File: src/rtl/gbn_pkg.sv
// shared types and constants for the greedy box suppression block
`timescale 1ns / 1ps
package gbn_pkg;

  // default number of kept boxes per frame
  localparam int KEPT_DEPTH_DEF = 64;

  // field widths
  localparam int COORD_W  = 16;
  localparam int SIZE_W   = 15;
  localparam int EDGE_W   = COORD_W + 1;
  localparam int AREA_W   = 2 * SIZE_W;
  localparam int UNION_W  = AREA_W + 1;
  localparam int THRESH_W = 9;
  localparam int SLOT_W   = 6;
  localparam int FRAC_SH  = 8;
  localparam int LHS_W    = AREA_W + FRAC_SH;
  localparam int RHS_W    = UNION_W + THRESH_W;

  // overlap limit after reset, about 0.45 in units of 1/256
  localparam logic [THRESH_W-1:0] THRESH_RST = 9'd115;

  // one box as held in the kept store
  typedef struct packed {
    logic        [SIZE_W-1:0]  height;
    logic        [SIZE_W-1:0]  width;
    logic signed [COORD_W-1:0] top;
    logic signed [COORD_W-1:0] left;
  } gbn_box_t;

  // one classified item handed from front to back
  typedef struct packed {
    gbn_box_t                  box;
    logic signed [EDGE_W-1:0]  right;
    logic signed [EDGE_W-1:0]  bottom;
    logic        [AREA_W-1:0]  area;
    logic                      frame_start;
  } gbn_item_t;

  // one result item
  typedef struct packed {
    logic              keep;
    logic [SLOT_W-1:0] slot;
    logic              store_full;
  } gbn_res_t;

endpackage

File: src/rtl/gbn_front.sv
// front end: accepts boxes, works out edges and area, queues them for the back end
`timescale 1ns / 1ps
module gbn_front (
  input  logic                                  clk,
  input  logic                                  rst_n,
  input  logic                                  in_push,
  output logic                                  in_full,
  input  logic signed [gbn_pkg::COORD_W-1:0]    in_box_left,
  input  logic signed [gbn_pkg::COORD_W-1:0]    in_box_top,
  input  logic        [gbn_pkg::SIZE_W-1:0]     in_box_width,
  input  logic        [gbn_pkg::SIZE_W-1:0]     in_box_height,
  input  logic                                  in_frame_start,
  output logic                                  q_valid,
  input  logic                                  q_take,
  output gbn_pkg::gbn_item_t                    q_item
);
  import gbn_pkg::*;

  gbn_item_t   q_mem [2];
  logic        wr_ptr_r, wr_ptr_nxt;
  logic        rd_ptr_r, rd_ptr_nxt;
  logic [1:0]  cnt_r, cnt_nxt;
  logic        push_ok;
  logic        pop_ok;
  gbn_item_t   item;

  // classify the incoming box: right and bottom edges, own area
  always_comb begin
    item.box.left    = in_box_left;
    item.box.top     = in_box_top;
    item.box.width   = in_box_width;
    item.box.height  = in_box_height;
    item.right       = EDGE_W'(in_box_left) + $signed({2'b00, in_box_width});
    item.bottom      = EDGE_W'(in_box_top) + $signed({2'b00, in_box_height});
    item.area        = AREA_W'(in_box_width) * AREA_W'(in_box_height);
    item.frame_start = in_frame_start;
  end

  // two-entry queue between front and back
  assign in_full = (cnt_r == 2'd2);
  assign q_valid = (cnt_r != 2'd0);
  assign q_item  = q_mem[rd_ptr_r];
  assign push_ok = in_push && !in_full;
  assign pop_ok  = q_take && q_valid;

  always_comb begin
    wr_ptr_nxt = push_ok ? ~wr_ptr_r : wr_ptr_r;
    rd_ptr_nxt = pop_ok ? ~rd_ptr_r : rd_ptr_r;
    cnt_nxt    = cnt_r + {1'b0, push_ok} - {1'b0, pop_ok};
  end

  always_ff @(posedge clk) begin
    if (!rst_n) begin
      wr_ptr_r <= 1'b0;
      rd_ptr_r <= 1'b0;
      cnt_r    <= 2'd0;
    end else begin
      wr_ptr_r <= wr_ptr_nxt;
      rd_ptr_r <= rd_ptr_nxt;
      cnt_r    <= cnt_nxt;
    end
  end

  always_ff @(posedge clk) begin
    if (push_ok) begin
      q_mem[wr_ptr_r] <= item;
    end
  end

  // queue occupancy stays within its two entries
  a_cnt_range: assert property (@(posedge clk) disable iff (!rst_n)
    cnt_r <= 2'd2) else $error("front queue count out of range");

  // a take from an empty queue would lose track of order
  a_take_valid: assert property (@(posedge clk) disable iff (!rst_n)
    q_take |-> q_valid) else $error("back took from empty front queue");

endmodule

File: config.mk
export PLATFORM = sky130hd
export DESIGN_NAME = gbn_front
export DESIGN_NICKNAME = d
export VERILOG_FILES = /design/src/rtl/gbn_pkg.sv /design/src/rtl/gbn_front.sv
export SDC_FILE = /design/constraint.sdc
export NUM_CORES = 1
export LEC_CHECK = 0
export ABC_AREA = 1
export BUFFER_PORTS_ARGS = -buffer_cell sky130_fd_sc_hd__buf_2
export CAP_MARGIN = 20
export CORE_AREA = 10 10 183 185
export DETAILED_ROUTE_END_ITERATION = 8
export DIE_AREA = 0 0 193 195
export PLACE_DENSITY = 0.91
export REMOVE_ABC_BUFFERS = 1
export SLEW_MARGIN = 15
export SYNTH_ARGS = -nofsm -noshare
export SYNTH_HDL_FRONTEND = slang
export SYNTH_SLANG_ARGS = --single-unit
File: constraint.sdc
create_clock -name clk -period 15.2 [get_ports clk]
set_input_delay 0.76 -clock clk [delete_from_list [all_inputs] [get_ports clk]]
set_output_delay 0.76 -clock clk [all_outputs]
set_load 0.05 [all_outputs]
======== After elaboration in Yosys (flattened, before gate mapping) ========
Memory sizes are Yosys's and may differ from the RTL's. A register that Yosys moved wholly into a read port is not among the register bits.
Cells that the tools add are included.
word-level totals
  register bits after elaboration ......... 4
  memories kept ........................... 1
  output and inout port bits .............. 129
  bits in writable memories ............... 254
  input port bits ......................... 67
  word-level logic and storage cells ...... 20
cells by class
  eq/ne operators ......................... 1
  reductions and logical operators ........ 4
  add/subtract/negate cells ............... 4
  multipliers ............................. 1
  bitwise gates (word level) .............. 2
  muxes and demuxes ....................... 4
memories
  memory  depth  width  read ports  clocked after memory_dff  write ports  line             source
  q_mem   2      127    1           1                         1            gbn_front.sv:19  gbn_item_t q_mem [2];
operators with widths
  kind                                         count
  adder 16 x 16 -> 17 bit                      2
  multiplier 15 x 15 -> 30 bit                 1
  2-to-1 mux 1 bit                             4
  adder 2 x 1 -> 2 bit                         1
  equality test 2 bit (second input constant)  1
  logical AND 1 bit                            2
  NOT 1 bit                                    2
  nonzero test 2 bit                           1
  subtractor 2 x 1 -> 2 bit                    1
  zero test 1 bit                              1

======== Depth between registers and ports, before layout ========
Gate-level depths: netlist of the first run.
  depth after elaboration ................. 5
  gate-level depth with buffers ........... 27
  gate-level depth less buffers ........... 25

======== Worst setup path before layout of the first run ========
No wires, ideal clock.
  kind .................................... in2reg
  start ................................... input in_push
  end ..................................... memory q_mem[0][0] (netlist bit), enable pin
  setup slack ............................. 8346 ps
  stages .................................. 2
  setup time .............................. 615 ps
  data required time ...................... 14585 ps
  arrival ................................. 6239 ps
  path buffers ............................ 0
  cells stage by stage .................... o21ai_0 > nor2_1
between the ends
  longest elaborated chain between the ends .. 3
RTL lines
  item                                    line             source
  from (decl)                             gbn_front.sv:6   input logic in_push,
  logical AND 1 bit                       gbn_front.sv:43  assign push_ok = in_push && !in_full;
  2-to-1 mux 1 bit                        gbn_front.sv:65  if (push_ok) begin
  2-to-1 mux 1 bit (implied by the code)  gbn_front.sv:66  q_mem[wr_ptr_r] <= item;
  to (decl)                               gbn_front.sv:19
No other way between the ends.

==> summary.txt, run 1 <==
Outcome
  • Status: finished clean

Timing
  • Final setup violating endpoints: 0
  • Worst-Margin Slew: 1.032 ns
  • Max-slew violations: 0
  • Fin crit share: 36.76%
  • Final worst slack: 9.613 ns
  • Period minus WS final: 5.587 ns
  • Post-route setup TNS: 0 ns
  • Final hold violations: 0
  • Clk_skew: 0.01107 ns
  • Unrepaired setup endpoints after global routing: false
  • Rel. slew slack: 31.18%
  • Max Freq: 179.0 MHz

Setup path
  • CP Cell Sequence: buf_2 > nand2_1 > inv_1 > fa_1 > inv_1 > fa_1 > inv_1 > fa_1 > inv_1 > fa_1 > inv_1 > fa_1 > inv_1 > fa_1 > inv_1 > ha_1 > nand2_2 > nor2_1 > nand3_1 > nand3_2 > nand2_1 > nand4_1 > nand2_1
  • Worst path max stage delay: 0.55 ns
  • Cell mode on critical path: inv_1
  • Crit-path max FO: 18
  • CP Buf/Inv Count: 8
  • Crit-path slowest cell: fa_1
  • CP top delay family: adder cells
  • Crit start category: input port
  • Worst setup EP type: flop
  • Crit Path Category: input port to flop
  • CP required: 15.46 ns
  • Worst path arrival time: 5.84 ns

Logic synthesis
  • Largest cells by area after synthesis: edfxtp_1, fa_1, nand2_1
  • #FFs+latches synth: 259
  • Mapped Avg Cell Area: 10.05 um^2
  • Area share of the largest cell type after synthesis: 39.46%
  • Yosys warns: 0
  • Post-Syn Area: 0.01933 mm^2
  • Area leader, netlist: edfxtp_1
  • Syn Inst Count: 1,924
  • Post-synthesis sequential area ratio: 39.98%
  • Cell variety after synth: 34

GRT
  • Vias in the first global route: 14,900
  • Total global routing overflow: 0
  • Initial antenna violation count: 0
  • Largest net degree at the start of global routing: 77
  • GRT Overall Usage: 24.77%
  • First-pass GRT wire length: 74.48 mm

Die
  • Placeable Area: 0.03003 mm^2
  • Num ports: 196
  • Die ar.: 0.03764 mm^2
  • Initial core utilization: 64.37%
  • Die X-Extent: 193 um
  • Chip height: 195 um
  • Number of rows in the core area: 64

Clocking
  • Cts hold-fix bufs: 0
  • Post-CTS setup buffer count: 0
  • CTS tree: yes
  • Clock tree sinks: 259
  • Clock-pin slew on the worst setup and hold paths: 0.06 ns
  • CTS root buf: clkbuf_16
  • Worst-Skew Late Latency: 0.54 ns
  • Clock Path Buffers: 3
  • CTS Buf Count: 27
  • Post-cts resize count: 0
  • Maximum level of the CTS H-tree: 1

Hold path
  • Type of the worst min-delay path: input port to flop

Final layout
  • Commonest non-fill, non-tap cell in the layout: nand2_1
  • Most frequent cells in the layout: nand2_1, inv_1, edfxtp_1
  • Nets: 2,469
  • Syn-to-layout area delta: 11.02%
  • Antenna cells: 0
  • Fin util: 71.46%
  • FILL cells: 1,960
  • Finished Layout Cells: 2,523
  • Layout cells sized above 1: 18.52%

Route
  • Drt wl/cell: 18.60 um
  • Via density: 5.555
  • Final WL: 46.93 mm
  • Pre-antenna DRT Iters: 6
  • Post-DRT Antenna Nets: 0
  • Starting DRT DRC Count: 1,288
  • Vias: 14,015
  • DRC: 0

Placement
  • DP HPWL: 34.28 mm
  • DP Worst Slack: 9.133 ns
  • GP Congestion: 0.9226
  • Port Buffer Count: 195
  • Dpl cells: 2,474

Flow run
  • Max Cap Violations: 0
cell type report:
cell class / count / area (um^2) / area share, %
multi-input combinational: 1171 / 9724 / 45.32
sequential: 259 / 7731 / 36.03
inverter: 448 / 1682 / 7.836
timing repair buffer: 200 / 1013 / 4.723
clock buffer: 33 / 698.2 / 3.253
tap: 396 / 495.5 / 2.309
clock inverter: 16 / 115.1 / 0.5364
logic make-up (layout without fill, tap and decap cells):
family | Yosys count | count (layout) | share of synthesized area (%)
xor gates and xnor gates | 35 | 35 | 1.586
adders and majority gates | 295 | 295 | 25.66
buffers and inverters | 494 | 697 | 9.794
and+or+nand+nor | 645 | 645 | 13.61
AOI/OAI and AO/OA | 69 | 69 | 1.981
muxes | 127 | 127 | 7.399
DFF | 259 | 259 | 39.98
sequential cells by signal, indices dropped and copies added, names as in the netlist, named ones only:
signal,flops
rd_ptr_r,1
wr_ptr_r,1
q_mem,254
cnt_r,2
synth_stat cells, drive strengths merged:
cell,n
ha,126
nand4,11
inv,448
edfxtp,254
xor2,23
fa,169
and2,5
and3,1
or2,5
o21bai,8
a21o,4
o21ai,12
nand3,58
mux2,127
nand2,490
clkbuf,32
nand3b,1
nor4,1
nor2,67
dfxtp,5
xnor2,12
a21oi,45
nor3,6
buf,14
per-stage QoR:
step / area [um^2] / hold slack, ns
after floorplan: 19120 / 0.4255
after global placement: 20650 / 0.4350
after detailed placement: 20650 / 0.4488
after CTS: 21460 / 0.4089
after global routing: 21460 / 0.4089
final: 21460 / 0.4283
metal layers:
metal / GRT usage [%] / wire length (um) / vias to the layer above
met4: 10.43 / 2003 / 0
li1: - / - / 6371
met2: 43.34 / 23700 / 738
met3: 4.455 / 4336 / 200
met5: 0 / 0 / -
met1: 29.25 / 16890 / 6706
final timing paths:
path | from | endpoint | slack, ns | cells after the start
min reg2reg | rd_ptr_r | flop | 0.46 | 1
min | in_frame_start | q_mem[0][0] | 0.43 | 1
max reg2reg | cnt_r[0] | q_mem[0][52] | 12.30 | 4
max | in_box_width[10] | q_mem[0][29] | 9.61 | 23
worst register-to-register path, stage by stage, from the launching register on:
cell     delay (ns)
dfxtp_1        0.37
o21ai_0        0.34
nor2_4         0.17
buf_4          0.63
buf_4          0.93
Power of run 1 is not shown: default switching activity piles up to over one toggle a cycle in this logic, so the estimate is an artifact.
==> run 2, diff against run 1 <==
CORE_AREA = 10 10 190 192   (was 10 10 183 185)
DIE_AREA = 0 0 200 202   (was 0 0 193 195)
PLACE_DENSITY = 0.85   (was 0.91)
clock period = 5.3 ns   (was 15.2 ns; I/O delays follow)
==> run 2 against run 1 <==
Against the previous run: critical path depth unchanged; routed wire length increased by 2.6%; worst hold slack got worse by 0.37 ns; die area increased by 7.3%; critical path type unchanged; sequential cell count unchanged; final cell count increased by 6.1%; setup slack got worse by 9.2 ns; largest cell class unchanged.
==> summary.txt, run 2 (synthesized netlist as in run 1, its figures left out) <==
Die
  • Num ports: 196
  • Die X-Extent: 200 um
  • Number of rows in the core area: 66
  • Initial core utilization: 59.87%
  • Die ar.: 0.04040 mm^2
  • Placeable Area: 0.03229 mm^2
  • Chip height: 202 um

Setup path
  • Crit-path slowest cell: fa_1
  • CP Depth: 23
  • Crit start category: input port
  • Crit Path Category: input port to flop
  • Worst path max stage delay: 0.54 ns
  • Worst path arrival time: 5.20 ns
  • Cell mode on critical path: inv_1
  • CP required: 5.61 ns
  • CP Buf/Inv Count: 8
  • Crit-path max FO: 11
  • Worst setup EP type: flop
  • CP top delay family: adder cells
  • CP Cell Sequence: buf_2 > nand2_1 > inv_1 > fa_1 > inv_1 > fa_1 > inv_1 > fa_1 > inv_1 > fa_1 > inv_1 > fa_1 > inv_1 > fa_1 > inv_1 > ha_1 > nand2_2 > nor2_1 > nand3_1 > nand3_2 > nand3_1 > nand3_1 > nand2_1
  • FF-to-FF path depth: 4

Timing
  • Period minus WS final: 4.895 ns
  • Final hold violations: 0
  • WHS: 0.06235 ns
  • Clk_skew: 0.01910 ns
  • Max-slew violations: 0
  • Final setup violating endpoints: 0
  • Max Freq: 204.3 MHz
  • Worst-Margin Slew: 0.9490 ns
  • Fin crit share: 92.37%
  • Unrepaired setup endpoints after global routing: false
  • Rel. slew slack: 36.73%

Final layout
  • Largest register FFs: 254
  • Fin util: 69.81%
  • Nets: 2,579
  • Syn-to-layout area delta: 16.61%
  • FILL cells: 2,288
  • Most flop-heavy register: q_mem
  • Most frequent cells in the layout: nand2_1, inv_1, edfxtp_1
  • Commonest non-fill, non-tap cell in the layout: nand2_1
  • Layout cells sized above 1: 20.89%
  • Biggest regs: q_mem x254, cnt_r x2

Clocking
  • Clock Path Buffers: 3
  • Clock-pin slew on the worst setup and hold paths: 0.06 ns
  • Post-CTS setup buffer count: 0
  • Cts hold-fix bufs: 34
  • Worst-Skew Late Latency: 0.56 ns
  • Post-cts resize count: 0
  • Maximum level of the CTS H-tree: 1
  • CTS root buf: clkbuf_16
  • CTS Buf Count: 27
  • CTS tree: yes
  • Clock tree sinks: 259

GRT
  • Largest net degree at the start of global routing: 71
  • GR Layer Usage met3: 3.173%
  • GRT met2 Usage: 41.82%
  • GRT Overall Usage: 24.20%
  • First-pass GRT wire length: 77.85 mm
  • Initial antenna violation count: 1
  • Vias in the first global route: 15,005
  • Met1 Use GR: 30.08%
  • Global routing's busiest layer: met2
  • Total global routing overflow: 0

Outcome
  • Status: finished clean

Flow run
  • Max Cap Violations: 0

Route
  • Starting DRT DRC Count: 1,184
  • DRC: 0
  • Post-DRT Antenna Nets: 0
  • Drt wl/cell: 17.98 um
  • Via density: 5.273
  • Vias: 14,121
  • Pre-antenna DRT Iters: 6
  • Final WL: 48.15 mm

Placement
  • Port Buffer Count: 195
  • DP HPWL: 36.26 mm
  • GP Congestion: 0.9055

Hold path
  • Type of the worst min-delay path: input port to flop
  • Hold Crit Depth: 4
run 2: changes by cell type in the layout (fill, tap and decap cells not counted), sizes merged:
cell and delta:
buf +76, bufinv +4, clkbuf +2, clkinv -7, clkinvlp -2, diode +1, dlygate4sd3 +34, inv +1
run 2: stage by stage:
step                      instance area [um^2]  TNS [ns]  instances  setup WS (ns)
after floorplan                          19120   -295.81       1878         -1.165
after global placement                   21300   -0.3474       2596       -0.03747
after detailed placement                 21300    -1.719       2596        -0.1451
after CTS                                22540         0       2677         0.3996
after global routing                     22540         0       2678         0.1602
final                                    22540         0       2678         0.4046
run 2: layout make-up:
type | instances | area (um^2) | area share, %
multi-input cells | 1171 | 9724 | 43.14
flip-flops and latches | 259 | 7731 | 34.30
repair buffers | 310 | 1949 | 8.648
inverters | 448 | 1682 | 7.460
clock buffers | 35 | 705.7 | 3.131
well taps | 442 | 553.0 | 2.454
clock inverters | 12 | 192.7 | 0.8548
diodes | 1 | 2.502 | 0.01110
run 2: worst min-delay path: cells and delay by family:
family	cells	cell delay, ns
buffers and inverters	2	0.18
AOI/OAI and AO/OA	1	0.07
and+or+nand+nor	1	0.05
run 2: layer usage:
metal	up-vias	routed length, um
li1	6590	-
met1	6828	18760
met2	574	24200
met3	129	3375
met4	0	1816
met5	-	0
run 2: final timing paths:
check | start | endpoint | slack [ns]
setup / recovery | in_box_width[10] | q_mem[1][21] | 0.40
hold / removal | q_take | flop | 0.06
setup reg to reg | cnt_r[1] | q_mem[1][107] | 2.84
hold reg to reg | rd_ptr_r | flop | 0.46
Power of run 2 is left out for the same reason.
